### config.mk
export PLATFORM = sky130hd
export DESIGN_NAME = uart_idle_gap_frame_collector
export DESIGN_NICKNAME = d
export VERILOG_FILES = /design/src/rtl/core/uigfc_pkg.sv /design/src/rtl/core/uigfc_ctrl.sv /design/src/rtl/core/uigfc_dp.sv /design/src/rtl/core/uart_idle_gap_frame_collector.sv
export SDC_FILE = /design/constraint.sdc
export NUM_CORES = 1
export LEC_CHECK = 0
export BUFFER_PORTS_ARGS = -buffer_cell sky130_fd_sc_hd__buf_2
export CAP_MARGIN = 25
export CORE_MARGIN = 2
export CORE_UTILIZATION = 60
export DETAILED_ROUTE_END_ITERATION = 8
export PLACE_DENSITY_LB_ADDON = 0.1
export SYNTH_ARGS = -nofsm -noshare
export SYNTH_HDL_FRONTEND = slang
export SYNTH_SLANG_ARGS = --single-unit
### constraint.sdc
create_clock -name clock -period 7.6 [get_ports clock]
set_clock_uncertainty 0.05 [all_clocks]
set_input_delay 0.38 -clock clock [delete_from_list [all_inputs] [get_ports clock]]
set_output_delay 0.38 -clock clock [all_outputs]
set_load 0.01 [all_outputs]
### src/rtl/core/uigfc_pkg.sv
`default_nettype none
// ----------------------------------------------------------------------------
// uigfc_pkg
// Types and constants shared by the idle-gap frame collector modules.
// ----------------------------------------------------------------------------
package uigfc_pkg;

   localparam int BUFFER_DEPTH_DEFAULT = 64;

   localparam logic [7:0] IDLE_LIMIT_RESET = 8'd30;
   localparam logic [7:0] IDLE_MAX         = 8'hFF;

   localparam int CSR_ADDR_W = 3;
   localparam int CSR_DATA_W = 32;

   // register index, taken from the word address bit
   localparam logic REG_IDLE_LIMIT = 1'b0;

   localparam logic FUNC_BYTE = 1'b0;
   localparam logic FUNC_TICK = 1'b1;

   typedef struct packed {
      logic       func;
      logic [7:0] rx_byte;
      logic [7:0] tick_ms;
   } req_payload_type;

   typedef struct packed {
      logic [7:0] data_byte;
      logic [6:0] frame_length;
      logic       is_last;
      logic       overflowed;
   } rsp_payload_type;

   typedef enum logic [1:0] {
      S_IDLE,
      S_READ,
      S_SEND
   } state_type;

   typedef struct packed {
      logic take;
      logic rd;
      logic pop;
   } ctrl_cmd_type;

   typedef struct packed {
      logic end_hit;
      logic has_bytes;
      logic last;
   } dp_status_type;

endpackage : uigfc_pkg
`default_nettype wire

### src/rtl/core/uigfc_ctrl.sv
`default_nettype none
// ----------------------------------------------------------------------------
// uigfc_ctrl
// Controller: takes transactions while idle and walks the buffer at frame end.
// ----------------------------------------------------------------------------
module uigfc_ctrl
   import uigfc_pkg::*;
(
   input  wire logic          clock,
   input  wire logic          reset,
   input  wire logic          req_valid,
   output      logic          req_stall,
   output      logic          rsp_valid,
   input  wire logic          rsp_stall,
   input  wire dp_status_type status,
   output      ctrl_cmd_type  cmd
);

   state_type state_ff;
   state_type state_in;

   always_ff @(posedge clock) begin
      if (reset) begin
         state_ff <= S_IDLE;
      end else begin
         state_ff <= state_in;
      end
   end

   always_comb begin
      state_in  = state_ff;
      req_stall = 1'b1;
      rsp_valid = 1'b0;
      cmd       = '0;
      unique case (state_ff)
         S_IDLE: begin
            req_stall = 1'b0;
            if (req_valid) begin
               cmd.take = 1'b1;
               if (status.end_hit && status.has_bytes) begin
                  state_in = S_READ;
               end
            end
         end
         S_READ: begin
            cmd.rd   = 1'b1;
            state_in = S_SEND;
         end
         S_SEND: begin
            rsp_valid = 1'b1;
            if (!rsp_stall) begin
               cmd.pop  = 1'b1;
               state_in = status.last ? S_IDLE : S_READ;
            end
         end
         default: begin
            state_in = S_IDLE;
         end
      endcase
   end

`ifndef SYNTHESIS
   a_read_then_send: assert property (@(posedge clock) disable iff (reset)
      state_ff == S_READ |=> state_ff == S_SEND)
      else $error("read not followed by send");

   a_next_byte: assert property (@(posedge clock) disable iff (reset)
      (state_ff == S_SEND && !rsp_stall && !status.last) |=> state_ff == S_READ)
      else $error("drain stopped before last byte");

   a_no_take_in_drain: assert property (@(posedge clock) disable iff (reset)
      rsp_valid |-> (req_stall && !cmd.take))
      else $error("input taken while draining");
`endif

endmodule : uigfc_ctrl
`default_nettype wire

### src/rtl/core/uigfc_dp.sv
`default_nettype none
// ----------------------------------------------------------------------------
// uigfc_dp
// Datapath: frame buffer, byte count, idle counter and result register.
// ----------------------------------------------------------------------------
module uigfc_dp
   import uigfc_pkg::*;
#(
   parameter int BUFFER_DEPTH = BUFFER_DEPTH_DEFAULT
)
(
   input  wire logic            clock,
   input  wire logic            reset,
   input  wire req_payload_type req_data,
   input  wire logic [7:0]      idle_limit,
   input  wire ctrl_cmd_type    cmd,
   output      dp_status_type   status,
   output      rsp_payload_type rsp_data
);

   localparam int CW = $clog2(BUFFER_DEPTH + 1);
   localparam int AW = (BUFFER_DEPTH > 1) ? $clog2(BUFFER_DEPTH) : 1;
   localparam logic [CW-1:0] DEPTH_C = CW'(BUFFER_DEPTH);
   localparam logic [CW-1:0] ONE_C   = CW'(1);

   logic [7:0]    frame_store [BUFFER_DEPTH];
   logic [CW-1:0] count_ff;
   logic [7:0]    idle_ff;
   logic          receiving_ff;
   logic          byte_seen_ff;
   logic          ovf_ff;
   logic [CW-1:0] len_ff;
   logic          ovf_out_ff;
   logic [CW-1:0] ptr_ff;
   logic [7:0]    rd_data_ff;

   logic [8:0]    sum;
   logic [7:0]    idle_in;
   logic          has_room;

   always_comb begin
      sum      = {1'b0, idle_ff} + {1'b0, req_data.tick_ms};
      idle_in  = byte_seen_ff ? 8'd0 : (sum[8] ? IDLE_MAX : sum[7:0]);
      has_room = count_ff < DEPTH_C;
      status.end_hit   = (req_data.func == FUNC_TICK) && receiving_ff
                         && (idle_in > idle_limit);
      status.has_bytes = count_ff != '0;
      status.last      = (ptr_ff + ONE_C) == len_ff;
   end

   always_ff @(posedge clock) begin
      if (cmd.take && req_data.func == FUNC_BYTE && has_room) begin
         frame_store[count_ff[AW-1:0]] <= req_data.rx_byte;
      end
      if (cmd.rd) begin
         rd_data_ff <= frame_store[ptr_ff[AW-1:0]];
      end
   end

   always_ff @(posedge clock) begin
      if (reset) begin
         count_ff     <= '0;
         idle_ff      <= '0;
         receiving_ff <= 1'b0;
         byte_seen_ff <= 1'b0;
         ovf_ff       <= 1'b0;
         ptr_ff       <= '0;
      end else begin
         if (cmd.take) begin
            if (req_data.func == FUNC_BYTE) begin
               if (has_room) begin
                  count_ff <= count_ff + ONE_C;
               end else begin
                  ovf_ff <= 1'b1;
               end
               receiving_ff <= 1'b1;
               byte_seen_ff <= 1'b1;
            end else if (receiving_ff) begin
               if (status.end_hit) begin
                  count_ff     <= '0;
                  idle_ff      <= '0;
                  receiving_ff <= 1'b0;
                  byte_seen_ff <= 1'b0;
                  ovf_ff       <= 1'b0;
                  ptr_ff       <= '0;
               end else begin
                  idle_ff      <= idle_in;
                  byte_seen_ff <= 1'b0;
               end
            end
         end
         if (cmd.pop) begin
            ptr_ff <= ptr_ff + ONE_C;
         end
      end
   end

   // frame summary held while the buffer drains
   always_ff @(posedge clock) begin
      if (cmd.take && status.end_hit) begin
         len_ff     <= count_ff;
         ovf_out_ff <= ovf_ff;
      end
   end

   always_comb begin
      rsp_data.data_byte    = rd_data_ff;
      rsp_data.frame_length = 7'(len_ff);
      rsp_data.is_last      = status.last;
      rsp_data.overflowed   = ovf_out_ff;
   end

`ifndef SYNTHESIS
   a_count_bound: assert property (@(posedge clock) disable iff (reset)
      count_ff <= DEPTH_C)
      else $error("byte count beyond buffer depth");

   a_read_in_frame: assert property (@(posedge clock) disable iff (reset)
      cmd.rd |-> ptr_ff < len_ff)
      else $error("read past frame end");

   a_end_clears: assert property (@(posedge clock) disable iff (reset)
      (cmd.take && status.end_hit) |=> (count_ff == '0 && !receiving_ff && !ovf_ff))
      else $error("frame end left state behind");
`endif

endmodule : uigfc_dp
`default_nettype wire

### src/rtl/core/uart_idle_gap_frame_collector.sv
`default_nettype none
// ----------------------------------------------------------------------------
// uart_idle_gap_frame_collector
// Collects received bytes into a frame that closes after a silent gap.
//
//   channel  direction  handshake               payload
//   req      in         req_valid / req_stall   req_payload_type
//   rsp      out        rsp_valid / rsp_stall   rsp_payload_type
//   csr      in         apb write / read        idle_limit_ms at 0x0
//
// byte and tick transactions are accepted whenever no frame is draining
// a frame end with bytes reads the buffer out one byte at a time, each held until rsp is not stalled
// req_stall stays high for the whole drain
// synchronous reset clears counters and flags; the buffer and the held frame summary are not cleared
// ----------------------------------------------------------------------------
module uart_idle_gap_frame_collector
   import uigfc_pkg::*;
#(
   parameter int BUFFER_DEPTH = BUFFER_DEPTH_DEFAULT
)
(
   input  wire logic                  clock,
   input  wire logic                  reset,
   input  wire logic                  req_valid,
   output      logic                  req_stall,
   input  wire req_payload_type       req_data,
   output      logic                  rsp_valid,
   input  wire logic                  rsp_stall,
   output      rsp_payload_type       rsp_data,
   input  wire logic                  csr_psel,
   input  wire logic                  csr_penable,
   input  wire logic                  csr_pwrite,
   input  wire logic [CSR_ADDR_W-1:0] csr_paddr,
   input  wire logic [CSR_DATA_W-1:0] csr_pwdata,
   output      logic [CSR_DATA_W-1:0] csr_prdata,
   output      logic                  csr_pready
);

   logic [7:0]    idle_limit_ff;
   logic          csr_wr;
   ctrl_cmd_type  cmd;
   dp_status_type status;

   assign csr_pready = 1'b1;
   assign csr_wr     = csr_psel && csr_penable && csr_pwrite && csr_pready;

   always_ff @(posedge clock) begin
      if (reset) begin
         idle_limit_ff <= IDLE_LIMIT_RESET;
      end else if (csr_wr && csr_paddr[2] == REG_IDLE_LIMIT) begin
         idle_limit_ff <= csr_pwdata[7:0];
      end
   end

   always_comb begin
      csr_prdata = '0;
      if (csr_paddr[2] == REG_IDLE_LIMIT) begin
         csr_prdata = CSR_DATA_W'(idle_limit_ff);
      end
   end

   uigfc_ctrl u_ctrl (
      .clock     (clock),
      .reset     (reset),
      .req_valid (req_valid),
      .req_stall (req_stall),
      .rsp_valid (rsp_valid),
      .rsp_stall (rsp_stall),
      .status    (status),
      .cmd       (cmd)
   );

   uigfc_dp #(
      .BUFFER_DEPTH (BUFFER_DEPTH)
   ) u_dp (
      .clock      (clock),
      .reset      (reset),
      .req_data   (req_data),
      .idle_limit (idle_limit_ff),
      .cmd        (cmd),
      .status     (status),
      .rsp_data   (rsp_data)
   );

endmodule : uart_idle_gap_frame_collector
`default_nettype wire
==> reports/metrics.yaml <==
htree_levels: 2
wirelength_um: 48100
use_met1_pct: 36.2
use_met2_pct: 40.3
gp_congestion: 0.824
async_flop_share_pct: 0
routed_wire_length_per_instance_um: 25.9
min_path_cells: 1
drive_gt1_share_pct: 22.8
final_core_util_pct: 67.8
reg2reg_from: "u_dp.idle_ff[0]$_SDFFE_PP0P_"
core_um2: 37500
row_count: 71
period_share_pct: 51.1
die_h_um: 199
met3_usage_pct: 3.97
die_area_um2: 39400
place_hpwl_um: 29200
grt_first_pass_wirelength_um: 71200
holdWs_ns: 0.0339
die_width_um: 199
synth.most_common_cell: "edfxtp_1"
fin_setup_tns_ns: 0
synth_area_leaders: "edfxtp_1, mux4_2, dfxtp_1"
cts_buffer_depth: 3
setup-violations-final: 0
yosys_most_used_dff: "edfxtp_1"
grt_usage_pct: 25.2
tritoncts: "yes"
grt.overflow.total: 0
hold_viol_final: 0
synth_top_area_share_pct: 69.8
dr.pass1.iters: 5
root_buffer: "clkbuf_16"
grt_max_degree: 65
start_util_pct: 60.6
ys_seq_elements: 563
start_kind: "flop"
post_cts_resized: 0
crit_slowest_cell: "fa_1"
synth-warning-count: 0
holdPathEnd: "u_dp.frame_store[16][6]$_DFFE_PP_"
antenna_found_initial: 0
portBuffers: 59
worstSetupEndpointType: "flop"
leakagePower_nw: 7.97
synth-edff-count: 528
synth_cell_types: 62
reg2reg_depth: 14
rrSetupSlack_ns: 3.71
synthTopCellsByCount: "edfxtp_1, mux4_2, nor2_1"
pin_count: 111
path_clk_slew_ns: 0.06
status: "finished, final reports clean"
rsz0062_at_grt: "no"
cp.arrival_ns: 4.10
drv_slew: 0
fillers: 2531
syn2layout_area_growth_pct: 11.8
r2r-end: "u_dp.len_ff[6]$_DFFE_PP_"
crit_type: "flop to flop"
worstHoldStart: "req_data[14]"
diodes: 0
busiest_layer: "met2"
vias_per_cell: 6.18
cts-buffers-inserted: 55
period_minus_slack_ns: 3.89
cap_viol_max_count: 0
crit_chain: "ha_1 > fa_1 > a21oi_1 > o21ai_0 > a211oi_1 > o21bai_1 > nor2_1 > nor2_1 > ha_1 > nand4_1 > or3b_1 > a21oi_1 > o21ai_2 > inv_1"
syn_area_um2: 22700
irDropWorstVdd_mv: 0.343
power_density_nw_per_um2: 252
yosysSeqAreaShare_pct: 72.9
synthCells: 1232
post_cts_buffers: 0
path_max_fanout: 10
synth.avg_cell_area_um2: 18.4
final_nets: 1383
fmax_ghz: 0.257
tightest_slew_ns: 0.972
crit_buf_inv: 1
synth_top_area_cell: "edfxtp_1"
grt_pass1_vias: 11400
drc: 0
drtAntennaViolNets: 0
holdCritPathClass: "input pin to flop"
required_ns: 7.82
dr_total_vias: 11500
max_stage_delay_ns: 0.40
drt_iter0_markers: 1211
clk_latency_ns: 0.59
slew_headroom_pct: 35.1
cts.sinks: 563
critical_path.top_delay_family: "compound AO/OA/AOI/OAI gates"
==> area by class of cell <==
type | instances | area, µm² | share of cell area (%)
sequential | 563 | 16600 | 65.2
multi-input combinational | 587 | 5640 | 22.2
clock buffer | 67 | 1460 | 5.76
tap | 511 | 639 | 2.52
timing repair buffer | 85 | 596 | 2.34
clock inverter | 36 | 452 | 1.78
inverter | 12 | 45.0 | 0.177
==> routing by layer <==
layer / vias to the layer above / part of all wire, % / wire length, µm
met5: - / 0 / 0
met4: 0 / 2.3 / 1120
met3: 57 / 8.0 / 3870
met2: 484 / 49 / 23500
met1: 5895 / 41 / 19600
li1: 5065 / - / -
==> worst max path at each step <==
stage | cells after the start | slack [ns] | end | startpoint
6_report | 14 | 3.71 | u_dp.len_ff[6]$_DFFE_PP_ | u_dp.idle_ff[0]$_SDFFE_PP0P_
3_5_place_dp | 15 | 3.57 | u_dp.len_ff[5]$_DFFE_PP_ | req_data[0]
4_1_cts | 7 | 3.32 | rsp_data[1] | u_dp.ptr_ff[0]$_SDFFE_PP0P_
2_1_floorplan | 14 | 4.09 | u_dp.len_ff[0]$_DFFE_PP_ | req_data[0]
3_3_place_gp | 15 | 3.58 | u_dp.len_ff[4]$_DFFE_PP_ | req_data[0]
5_1_grt | 14 | 3.38 | u_dp.len_ff[2]$_DFFE_PP_ | u_dp.idle_ff[0]$_SDFFE_PP0P_
==> kinds of logic (layout without fill, tap and decap cells) <==
logic type                 after synthesis  in the layout  share of synthesized area (%)
other                                    2             25                         0.0331
DFF                                    563            563                           72.9
AOI/OAI and AO/OA                      147            147                           4.26
buffers and inverters                  105            200                           2.69
adders and majority gates               20             20                           1.13
xor gates and xnor gates                14             14                          0.540
and+or+nand+nor                        228            228                           4.68
muxes                                  153            153                           13.8
==> what timing repair did <==
| item | in CTS | in global routing |
|---|---|---|
| endpoints found under the setup margin | 0 | 0 |
| endpoints found under the hold margin | 9 | 0 |
| hold buffers | 9 | 0 |
==> flip-flops by register name, summed over array words and instances (netlist names) <==
| name | cells |
|---|---|
| u_dp.frame_store | 512 |
| idle_limit_ff | 8 |
| u_dp.idle_ff | 8 |
| u_dp.rd_data_ff | 8 |
| u_dp.count_ff | 7 |
| u_dp.len_ff | 7 |
| u_dp.ptr_ff | 7 |
| u_ctrl.state_ff | 2 |
| u_dp.byte_seen_ff | 1 |
| u_dp.ovf_ff | 1 |
| u_dp.ovf_out_ff | 1 |
| u_dp.receiving_ff | 1 |
==> where the power goes <==
group / internal (mW) / switching, mW
sequential: 3.39 / 0.00476
clock: 1.74 / 1.13
combinational: 0.0412 / 0.0959
total: 5.17 / 1.23
==> placed cells by master (no fill, tap or decap), types with 8 or more instances in the layout <==
cell,instances
edfxtp_1,528
clkbuf_1,10
mux2i_1,23
o21ai_0,28
a211oi_1,13
clkinv_2,16
inv_1,12
dlygate4sd3_1,9
o22ai_1,18
clkbuf_16,57
xor2_1,8
dfxtp_1,32
ha_1,19
buf_4,11
o221ai_1,14
nor2b_1,12
conb_1,25
buf_2,59
a21oi_1,32
nor2_1,120
mux4_2,128
bufinv_16,11
nand2_1,38
nand3_1,16
==> through the flow <==
step | worst slack, ns | instance area [µm²] | std cells | total power, mW
2_1_floorplan | 4.09 | 22800 | 1255 | 3.53
3_3_place_gp | 3.58 | 23300 | 1743 | 3.59
3_5_place_dp | 3.57 | 23400 | 1747 | 3.60
4_1_cts | 3.32 | 25400 | 1859 | 6.44
5_1_grt | 3.38 | 25400 | 1861 | 6.58
6_report | 3.71 | 25400 | 1861 | 6.41
Power figures use the tool's default switching activity.
